==> src/cbp_pkg.sv <==
// shared types and constants of the coefficient bit packer
package cbp_pkg;

    localparam int MAX_POLY_COEFFS = 1024;
    localparam int MAX_COEFF_WIDTH = 17;

    localparam int BYTE_W     = 8;
    localparam int COEFF_W    = 18;
    localparam int ACC_W      = 24;
    localparam int HELD_W     = 5;
    localparam int WIDTH_W    = 5;
    localparam int LEN_W      = 11;
    localparam int CNT_W      = (MAX_POLY_COEFFS > 1) ? $clog2(MAX_POLY_COEFFS) : 1;
    localparam int CFG_IDX_W  = 4;
    localparam int CFG_DATA_W = 11;

    // power of two
    localparam int QUEUE_DEPTH = 2;
    localparam int QUEUE_AW    = (QUEUE_DEPTH > 1) ? $clog2(QUEUE_DEPTH) : 1;

    typedef logic [MAX_COEFF_WIDTH-1:0] t_mask;

    typedef enum logic [CFG_IDX_W-1:0] {
        CFG_UNPACK_MODE = 4'd0,
        CFG_COEFF_WIDTH = 4'd1,
        CFG_SIGN_EXTEND = 4'd2,
        CFG_POLY_LENGTH = 4'd3
    } t_cfg_idx;

    typedef struct packed {
        logic               unpack;
        logic               sign_ext;
        logic [WIDTH_W-1:0] width;
        t_mask              mask;
        logic [LEN_W-1:0]   last_idx;
    } t_cfg;

endpackage

==> src/cbp_front.sv <==
// input side: word acceptance, field selection and masking, short work queue
module cbp_front (
    input  logic                           i_clk,
    input  logic                           i_rst_n,
    input  cbp_pkg::t_cfg                  i_cfg,
    input  logic                           push,
    output logic                           full,
    input  logic signed [cbp_pkg::COEFF_W-1:0] i_coeff_in,
    input  logic [cbp_pkg::BYTE_W-1:0]     i_byte_in,
    output logic                           o_avail,
    output cbp_pkg::t_mask                 o_data,
    input  logic                           i_take
);
    import cbp_pkg::*;

    t_mask                 r_data [QUEUE_DEPTH];
    logic [QUEUE_AW-1:0]   r_wr_ptr, n_wr_ptr;
    logic [QUEUE_AW-1:0]   r_rd_ptr, n_rd_ptr;
    logic [QUEUE_AW:0]     r_count, n_count;
    logic                  accept;
    logic                  take;
    t_mask                 work;

    assign full    = (r_count == (QUEUE_AW+1)'(QUEUE_DEPTH));
    assign o_avail = (r_count != '0);
    assign o_data  = r_data[r_rd_ptr];
    assign accept  = push && !full;
    assign take    = i_take && o_avail;

    always_comb begin
        if (i_cfg.unpack) begin
            work = MAX_COEFF_WIDTH'(i_byte_in);
        end else begin
            work = i_coeff_in[MAX_COEFF_WIDTH-1:0] & i_cfg.mask;
        end
    end

    always_comb begin
        n_wr_ptr = accept ? r_wr_ptr + 1'b1 : r_wr_ptr;
        n_rd_ptr = take ? r_rd_ptr + 1'b1 : r_rd_ptr;
        n_count  = r_count;
        if (accept && !take) begin
            n_count = r_count + 1'b1;
        end else if (take && !accept) begin
            n_count = r_count - 1'b1;
        end
    end

    always_ff @(posedge i_clk) begin
        if (!i_rst_n) begin
            r_wr_ptr <= '0;
            r_rd_ptr <= '0;
            r_count  <= '0;
        end else begin
            r_wr_ptr <= n_wr_ptr;
            r_rd_ptr <= n_rd_ptr;
            r_count  <= n_count;
        end
    end

    always_ff @(posedge i_clk) begin
        if (accept) begin
            r_data[r_wr_ptr] <= work;
        end
    end

endmodule

==> src/cbp_back.sv <==
// bit accumulator engine and result register
module cbp_back (
    input  logic                               i_clk,
    input  logic                               i_rst_n,
    input  cbp_pkg::t_cfg                      i_cfg,
    input  logic                               i_clr,
    input  logic                               i_avail,
    input  cbp_pkg::t_mask                     i_data,
    output logic                               o_take,
    output logic                               empty,
    input  logic                               pop,
    output logic [cbp_pkg::BYTE_W-1:0]         o_byte_out,
    output logic signed [cbp_pkg::COEFF_W-1:0] o_coeff_out,
    output logic                               o_last_out
);
    import cbp_pkg::*;

    logic [ACC_W-1:0]   r_acc, n_acc;
    logic [HELD_W-1:0]  r_held, n_held;
    logic [CNT_W-1:0]   r_cnt, n_cnt;
    logic               r_busy, n_busy;
    logic               r_last_item, n_last_item;
    logic               r_out_valid;
    logic [BYTE_W-1:0]  r_byte;
    logic [COEFF_W-1:0] r_coeff;
    logic               r_last;

    logic               out_free;
    logic               emit;
    logic               e_last;
    logic [BYTE_W-1:0]  e_byte;
    logic [COEFF_W-1:0] e_coeff;
    t_mask              v;
    t_mask              top_bit;
    logic               neg;
    logic [HELD_W-1:0]  held_sub8;
    logic [HELD_W-1:0]  held_subw;
    logic [HELD_W-1:0]  held_rest;
    logic [HELD_W-1:0]  held_addw;
    logic [HELD_W-1:0]  held_add8;
    logic               at_last;

    assign out_free = !r_out_valid || pop;
    assign empty    = !r_out_valid;
    assign o_byte_out  = r_byte;
    assign o_coeff_out = r_coeff;
    assign o_last_out  = r_last;

    assign v         = r_acc[MAX_COEFF_WIDTH-1:0] & i_cfg.mask;
    assign top_bit   = i_cfg.mask ^ (i_cfg.mask >> 1);
    assign neg       = i_cfg.sign_ext && (|(v & top_bit));
    assign held_sub8 = r_held - HELD_W'(BYTE_W);
    assign held_subw = r_held - i_cfg.width;
    assign held_rest = (r_held >= HELD_W'(BYTE_W)) ? held_sub8 : '0;
    assign held_addw = r_held + i_cfg.width;
    assign held_add8 = r_held + HELD_W'(BYTE_W);
    assign at_last   = (LEN_W'(r_cnt) == i_cfg.last_idx);

    always_comb begin
        n_acc       = r_acc;
        n_held      = r_held;
        n_cnt       = r_cnt;
        n_busy      = r_busy;
        n_last_item = r_last_item;
        o_take      = 1'b0;
        emit        = 1'b0;
        e_last      = 1'b0;
        e_byte      = '0;
        e_coeff     = '0;
        if (r_busy) begin
            if (out_free) begin
                emit = 1'b1;
                if (!i_cfg.unpack) begin
                    e_byte = r_acc[BYTE_W-1:0];
                    n_acc  = r_acc >> BYTE_W;
                    n_held = held_rest;
                    if (r_last_item && held_rest == '0) begin
                        e_last      = 1'b1;
                        n_busy      = 1'b0;
                        n_last_item = 1'b0;
                        n_acc       = '0;
                    end else begin
                        n_busy = r_last_item || (held_rest >= HELD_W'(BYTE_W));
                    end
                end else begin
                    e_coeff = {1'b0, v} | (neg ? ~{1'b0, i_cfg.mask} : '0);
                    n_acc   = r_acc >> i_cfg.width;
                    n_held  = held_subw;
                    if (at_last) begin
                        e_last = 1'b1;
                        n_acc  = '0;
                        n_held = '0;
                        n_cnt  = '0;
                        n_busy = 1'b0;
                    end else begin
                        n_cnt  = r_cnt + 1'b1;
                        n_busy = (held_subw >= i_cfg.width);
                    end
                end
            end
        end else if (i_avail) begin
            o_take = 1'b1;
            n_acc  = r_acc | (ACC_W'(i_data) << r_held);
            if (!i_cfg.unpack) begin
                n_held = held_addw;
                if (at_last) begin
                    n_cnt       = '0;
                    n_last_item = 1'b1;
                    n_busy      = 1'b1;
                end else begin
                    n_cnt  = r_cnt + 1'b1;
                    n_busy = (held_addw >= HELD_W'(BYTE_W));
                end
            end else begin
                n_held = held_add8;
                n_busy = (held_add8 >= i_cfg.width);
            end
        end
        if (i_clr) begin
            n_acc       = '0;
            n_held      = '0;
            n_cnt       = '0;
            n_busy      = 1'b0;
            n_last_item = 1'b0;
        end
    end

    always_ff @(posedge i_clk) begin
        if (!i_rst_n) begin
            r_acc       <= '0;
            r_held      <= '0;
            r_cnt       <= '0;
            r_busy      <= 1'b0;
            r_last_item <= 1'b0;
            r_out_valid <= 1'b0;
        end else begin
            r_acc       <= n_acc;
            r_held      <= n_held;
            r_cnt       <= n_cnt;
            r_busy      <= n_busy;
            r_last_item <= n_last_item;
            if (emit) begin
                r_out_valid <= 1'b1;
            end else if (pop) begin
                r_out_valid <= 1'b0;
            end
        end
    end

    always_ff @(posedge i_clk) begin
        if (emit) begin
            r_byte  <= e_byte;
            r_coeff <= e_coeff;
            r_last  <= e_last;
        end
    end

    a_acc_clean: assert property (@(posedge i_clk) disable iff (!i_rst_n)
        (r_acc >> r_held) == '0)
        else $error("accumulator holds bits above the fill level");

    a_held_range: assert property (@(posedge i_clk) disable iff (!i_rst_n)
        r_held <= HELD_W'(ACC_W))
        else $error("fill level beyond accumulator width");

    a_last_clears: assert property (@(posedge i_clk) disable iff (!i_rst_n)
        (emit && e_last && !i_clr) |=> (r_held == '0 && r_cnt == '0 && !r_busy))
        else $error("polynomial end did not clear the stream state");

    a_unpack_busy: assert property (@(posedge i_clk) disable iff (!i_rst_n)
        (r_busy && i_cfg.unpack) |-> (r_held >= i_cfg.width))
        else $error("unpack engine busy without a full coefficient");

endmodule

==> src/coefficient_bit_packer.sv <==
// top level of the coefficient bit packer: configuration registers and the two halves
//
// Pack mode (unpack_mode 0): push coefficients on the input queue, pop packed bytes.
// Unpack mode (unpack_mode 1): push bytes, pop coefficients (zero- or sign-extended).
// Input: push/full, a word is taken when push is high and full is low.
// Output: empty/pop, the oldest result sits on the result ports while empty is low
// and leaves when pop is high.
// Configuration: i_cfg_valid/o_cfg_ready with index and data; ready is always high.
// A write to a listed register restarts the polynomial. Write only while idle.
// The first result of a word passes from the input queue through the engine accumulator into the result register.
// Throughput: the engine loads a word in a step of its own, then emits one result per cycle
// while the result register is free, and takes no new word until it is done;
// a 2-entry queue in front takes new words while the engine works.
// Reset restores the register defaults (pack, width 10, zero-extend, length 512)
// and empties the queue, the accumulator and the result register.
// A stalled receiver holds the result register; the engine and then the input
// queue fill, and full rises.
module coefficient_bit_packer (
    input  logic                                  i_clk,
    input  logic                                  i_rst_n,
    input  logic                                  push,
    output logic                                  full,
    input  logic signed [cbp_pkg::COEFF_W-1:0]    i_coeff_in,
    input  logic [cbp_pkg::BYTE_W-1:0]            i_byte_in,
    output logic                                  empty,
    input  logic                                  pop,
    output logic [cbp_pkg::BYTE_W-1:0]            o_byte_out,
    output logic signed [cbp_pkg::COEFF_W-1:0]    o_coeff_out,
    output logic                                  o_last_out,
    input  logic                                  i_cfg_valid,
    output logic                                  o_cfg_ready,
    input  logic [cbp_pkg::CFG_IDX_W-1:0]         i_cfg_index,
    input  logic [cbp_pkg::CFG_DATA_W-1:0]        i_cfg_data
);
    import cbp_pkg::*;

    logic               r_unpack_mode;
    logic [WIDTH_W-1:0] r_coeff_width;
    logic               r_sign_extend;
    logic [LEN_W-1:0]   r_poly_length;

    logic               cfg_wr;
    logic               cfg_clr;
    logic [WIDTH_W-1:0] width_eff;
    logic [LEN_W-1:0]   len_eff;
    t_mask              mask;
    t_cfg               cfg;
    logic               q_avail;
    t_mask              q_data;
    logic               q_take;

    assign o_cfg_ready = 1'b1;
    assign cfg_wr      = i_cfg_valid && o_cfg_ready;
    assign cfg_clr     = cfg_wr && (i_cfg_index inside {CFG_UNPACK_MODE, CFG_COEFF_WIDTH,
                                                        CFG_SIGN_EXTEND, CFG_POLY_LENGTH});

    always_ff @(posedge i_clk) begin
        if (!i_rst_n) begin
            r_unpack_mode <= 1'b0;
            r_coeff_width <= WIDTH_W'(10);
            r_sign_extend <= 1'b0;
            r_poly_length <= LEN_W'(512);
        end else if (cfg_wr) begin
            case (i_cfg_index)
                CFG_UNPACK_MODE: r_unpack_mode <= i_cfg_data[0];
                CFG_COEFF_WIDTH: r_coeff_width <= i_cfg_data[WIDTH_W-1:0];
                CFG_SIGN_EXTEND: r_sign_extend <= i_cfg_data[0];
                CFG_POLY_LENGTH: r_poly_length <= i_cfg_data[LEN_W-1:0];
                default: ;
            endcase
        end
    end

    always_comb begin
        if (r_coeff_width == '0) begin
            width_eff = WIDTH_W'(1);
        end else if (int'(r_coeff_width) > MAX_COEFF_WIDTH) begin
            width_eff = WIDTH_W'(MAX_COEFF_WIDTH);
        end else begin
            width_eff = r_coeff_width;
        end
        if (r_poly_length == '0) begin
            len_eff = LEN_W'(1);
        end else if (int'(r_poly_length) > MAX_POLY_COEFFS) begin
            len_eff = LEN_W'(MAX_POLY_COEFFS);
        end else begin
            len_eff = r_poly_length;
        end
        for (int i = 0; i < MAX_COEFF_WIDTH; i++) begin
            mask[i] = (i < int'(width_eff));
        end
        cfg.unpack   = r_unpack_mode;
        cfg.sign_ext = r_sign_extend;
        cfg.width    = width_eff;
        cfg.mask     = mask;
        cfg.last_idx = len_eff - 1'b1;
    end

    cbp_front u_front (
        .i_clk      (i_clk),
        .i_rst_n    (i_rst_n),
        .i_cfg      (cfg),
        .push       (push),
        .full       (full),
        .i_coeff_in (i_coeff_in),
        .i_byte_in  (i_byte_in),
        .o_avail    (q_avail),
        .o_data     (q_data),
        .i_take     (q_take)
    );

    cbp_back u_back (
        .i_clk       (i_clk),
        .i_rst_n     (i_rst_n),
        .i_cfg       (cfg),
        .i_clr       (cfg_clr),
        .i_avail     (q_avail),
        .i_data      (q_data),
        .o_take      (q_take),
        .empty       (empty),
        .pop         (pop),
        .o_byte_out  (o_byte_out),
        .o_coeff_out (o_coeff_out),
        .o_last_out  (o_last_out)
    );

endmodule

==> config.mk <==
export PLATFORM = sky130hd
export DESIGN_NAME = coefficient_bit_packer
export DESIGN_NICKNAME = d
export VERILOG_FILES = /design/src/cbp_pkg.sv /design/src/cbp_front.sv /design/src/cbp_back.sv /design/src/coefficient_bit_packer.sv
export SDC_FILE = /design/constraint.sdc
export NUM_CORES = 1
export LEC_CHECK = 0
export ABC_AREA = 0
export BUFFER_PORTS_ARGS = -buffer_cell sky130_fd_sc_hd__buf_2
export CORE_ASPECT_RATIO = 1.2
export CORE_MARGIN = 4
export CORE_UTILIZATION = 55
export DETAILED_ROUTE_END_ITERATION = 12
export PLACE_DENSITY = 0.76
export SLEW_MARGIN = 10
export SYNTH_ARGS = -nofsm -noshare
export SYNTH_HDL_FRONTEND = slang
export SYNTH_SLANG_ARGS = --single-unit
==> constraint.sdc <==
create_clock -name i_clk -period 3.25 [get_ports i_clk]
set_clock_uncertainty 0.15 [all_clocks]
set_input_delay 0.325 -clock i_clk [delete_from_list [all_inputs] [get_ports i_clk]]
set_output_delay 0.325 -clock i_clk [all_outputs]
set_load 0.005 [all_outputs]
==> impl_metrics.ini <==
[global_route]
grt_pass1_vias = 8393
grt_use_total_pct = 30.5
grt_pass1_wl_um = 45500
grt_max_degree = 37
overflow = 0
antenna_found_initial = 0

[yosys]
synth_edf_count = 61
syn_nets = 1093
async_flop_share_pct = 0
synth_area_sq_um = 9190
synth_seq_cells = 126
synth_cell_types = 87
yosysSeqAreaShare_pct = 34.1
syn_inst = 1024
yosys_warnings = 0
syn_avg_cell_area_sq_um = 8.97
synthFlopType = dfxtp_1

[finish]
n_antenna_cell = 0
final_cell_area_sq_um = 10500
drive_gt1_share_pct = 20.8
stdcell_count = 1325
fin_nets = 1169
final_util_pct = 64.6
fillerInstances = 1418
area_growth_pct = 14.8

[pwr]
p_leak_nw = 4.08
p_sw_mw = 3.11
power.internal_mw = 4.46
p_sw_share_pct = 41.1
power_density_nw_per_um2 = 718
power_mw = 7.57
ir_drop_v = 0.000504
comb_power_share_pct = 45.4
p_clk_share_pct = 23.7
seq_power_share_pct = 30.9

[timing]
hold_viol = 0
max_freq_mhz = 324
min_period_ns = 3.09
relSlewSlack_pct = 43.6
tightest_slew_ns = 0.845
drv_slew = 0
finalSetupViolations = 0
fin_tns_setup_ns = 0
holdWs_ns = 0.00750
setup_ws_ns = 0.160
post-route-period-util_pct = 95.1
rsz0062_at_grt = no

[worst_setup_path]
r2r_cells = 10
path_max_fanout = 24
r2r-end = u_back.r_acc[3]
r2r_slack_ns = 0.16
crit_path_start_kind = flop
r2r_start = r_coeff_width[1]
critPathKind = flop to flop
critPathArrivalTime_ns = 3.25
required_ns = 3.41
end_kind = flop

[min_path]
min_path_cells = 3
hold_path_end = r_coeff_width[1]
min-delay-start = i_cfg_data[1]
hp-class = primary input to flop

[placed_design]
place_inst = 1288
dpl_cell_area_sq_um = 9940
dp_slack_ns = 0.115
io_buffers = 73
dpl.hpwl_um = 20600
gp_congestion = 0.981

[routing]
detail_route.wl_per_cell_um = 21.6
drtIter0Drc = 1160
drt.antenna.violating_nets = 0
drc = 0
vias = 8805
drtPass1Iterations = 5
wirelength_um = 28700
viasPerCell = 6.65

[die]
die_h_um = 150
io-pin-count = 76
die_w_um = 126
initial_utilization_pct = 56.3
dieArea_sq_um = 18800
num_rows = 51
coreArea_sq_um = 16300

[clock_tree]
clk_pin_slew_ns = 0.06
cts_made_buffers = 17
htreeDepth = 4
cts_tree = built
cts_root_buf = clkbuf_16
clock-sinks = 126
insertion_delay_ns = 0.43
cts.path.max_buffers = 2

[outcome]
status = complete, no violations

[flow_run]
max-cap-violations = 0
Yosys cell counts (all sizes together) (8+ instances only):
| master | count | area share (%) |
|---|---|---|
| a31oi | 14 | 0.95 |
| xnor2 | 17 | 1.6 |
| a21oi | 77 | 4.2 |
| buf | 22 | 1.4 |
| ha | 21 | 2.9 |
| xor2 | 11 | 1.0 |
| nor2 | 80 | 3.3 |
| clkbuf | 57 | 2.3 |
| a211o | 8 | 0.76 |
| a221oi | 9 | 0.86 |
| and2 | 16 | 1.1 |
| nor2b | 23 | 1.6 |
| mux2i | 55 | 6.0 |
| nor3b | 11 | 0.90 |
| o21ai | 46 | 2.5 |
| nand4 | 8 | 0.54 |
| inv | 34 | 1.4 |
| dfxtp | 65 | 14 |
| mux4 | 28 | 6.9 |
| edfxtp | 61 | 20 |
| a22oi | 10 | 0.82 |
| nor3 | 16 | 0.99 |
| nand3 | 18 | 0.98 |
| mux2 | 14 | 1.7 |
| nand2 | 121 | 4.9 |
| o22ai | 9 | 0.61 |
| o31ai | 13 | 1.1 |
what timing repair did:
action / in CTS / in global routing
setup buffers: 0 / 1
gates resized for setup: 0 / 4
hold endpoints to repair: 4 / 0
setup endpoints to repair: 0 / 4
hold buffers: 4 / 0
kinds of logic after synthesis:
group,synth area share (%)
other,0.0408
AOI/OAI and AO/OA,20.9
muxes,14.6
adders and majority gates,3.30
xor gates and xnor gates,2.67
DFF,34.1
buffers and inverters,5.35
and+or+nand+nor,19.0
area by class of cell:
cell class | instances | area, sq um | area share [%]
Multi-Input combinational cell | 780 | 5590 | 53.0
Inverter | 39 | 149 | 1.41
Tap cell | 212 | 265 | 2.51
Clock inverter | 15 | 123 | 1.16
Timing Repair Buffer | 136 | 861 | 8.16
Sequential cell | 126 | 3130 | 29.7
Clock buffer | 17 | 425 | 4.03
placed cells by master (no fill, tap or decap), types with 10 or more instances in the layout:
cell type / synthesis / routed
nand2_1: 121 / 121
clkbuf_16: 0 / 17
mux2_2: 14 / 14
dfxtp_1: 65 / 65
nand3_1: 18 / 18
nor3b_1: 11 / 11
nor2_1: 80 / 80
and2_1: 16 / 16
nor3_1: 15 / 15
a22oi_1: 10 / 10
a21oi_1: 77 / 76
buf_2: 7 / 73
ha_1: 21 / 19
inv_1: 31 / 31
xor2_1: 11 / 11
o31ai_1: 12 / 12
o21ai_0: 46 / 45
edfxtp_1: 61 / 61
mux2i_1: 54 / 54
mux4_2: 28 / 28
buf_4: 2 / 58
a31oi_1: 14 / 14
xnor2_1: 17 / 17
nor2b_1: 23 / 23
worst max-delay path by stage:
stage                     start                to  depth (start not counted)
3_5_place_dp   r_poly_length[4]  u_back.r_acc[16]                         10
4_1_cts        r_poly_length[4]  u_back.r_acc[16]                         10
3_3_place_gp   r_coeff_width[3]     u_back.r_busy                         12
6_report       r_coeff_width[1]   u_back.r_acc[3]                         10
5_1_grt        r_coeff_width[1]   u_back.r_acc[3]                         10
2_1_floorplan  r_coeff_width[1]     u_back.r_busy                         15
state kept, by name, summed over array words and instances, names as in the netlist, 2 cells and up, named ones only:
name                cells
u_front.r_data         34
u_back.r_acc           24
u_back.o_coeff_out     18
r_poly_length          11
u_back.r_cnt           10
u_back.o_byte_out       8
r_coeff_width           5
u_back.r_held           5
u_front.r_count         2
power by group through the flow:
stage / Sequential (mW) / Combinational [mW] / Clock, mW
after detailed placement: 2.35 / 3.33 / 0
after global placement: 2.35 / 3.30 / 0
after CTS: 2.32 / 3.36 / 1.80
after global routing: 2.36 / 3.76 / 1.88
after floorplan: 2.25 / 2.41 / 0
final: 2.34 / 3.44 / 1.79
routing by layer:
metal	global-route usage (%)	wire, um	vias to the layer above
li1	-	-	3988
met1	39.3	10900	4107
met5	0	0	-
met4	15.7	1580	0
met2	48.1	13200	567
met3	6.89	2920	143
critical path: stages, from the launching register on:
cell and delay (ns):
dfxtp_1 0.31, buf_4 0.18, nor4_4 0.36, nor3_4 0.10
inv_4 0.08, buf_4 0.35, mux2_2 0.39, o21ai_0 0.49
a221oi_1 0.19, a22oi_1 0.23, o22ai_1 0.12
Note: power is estimated with default switching activity, not from simulation.
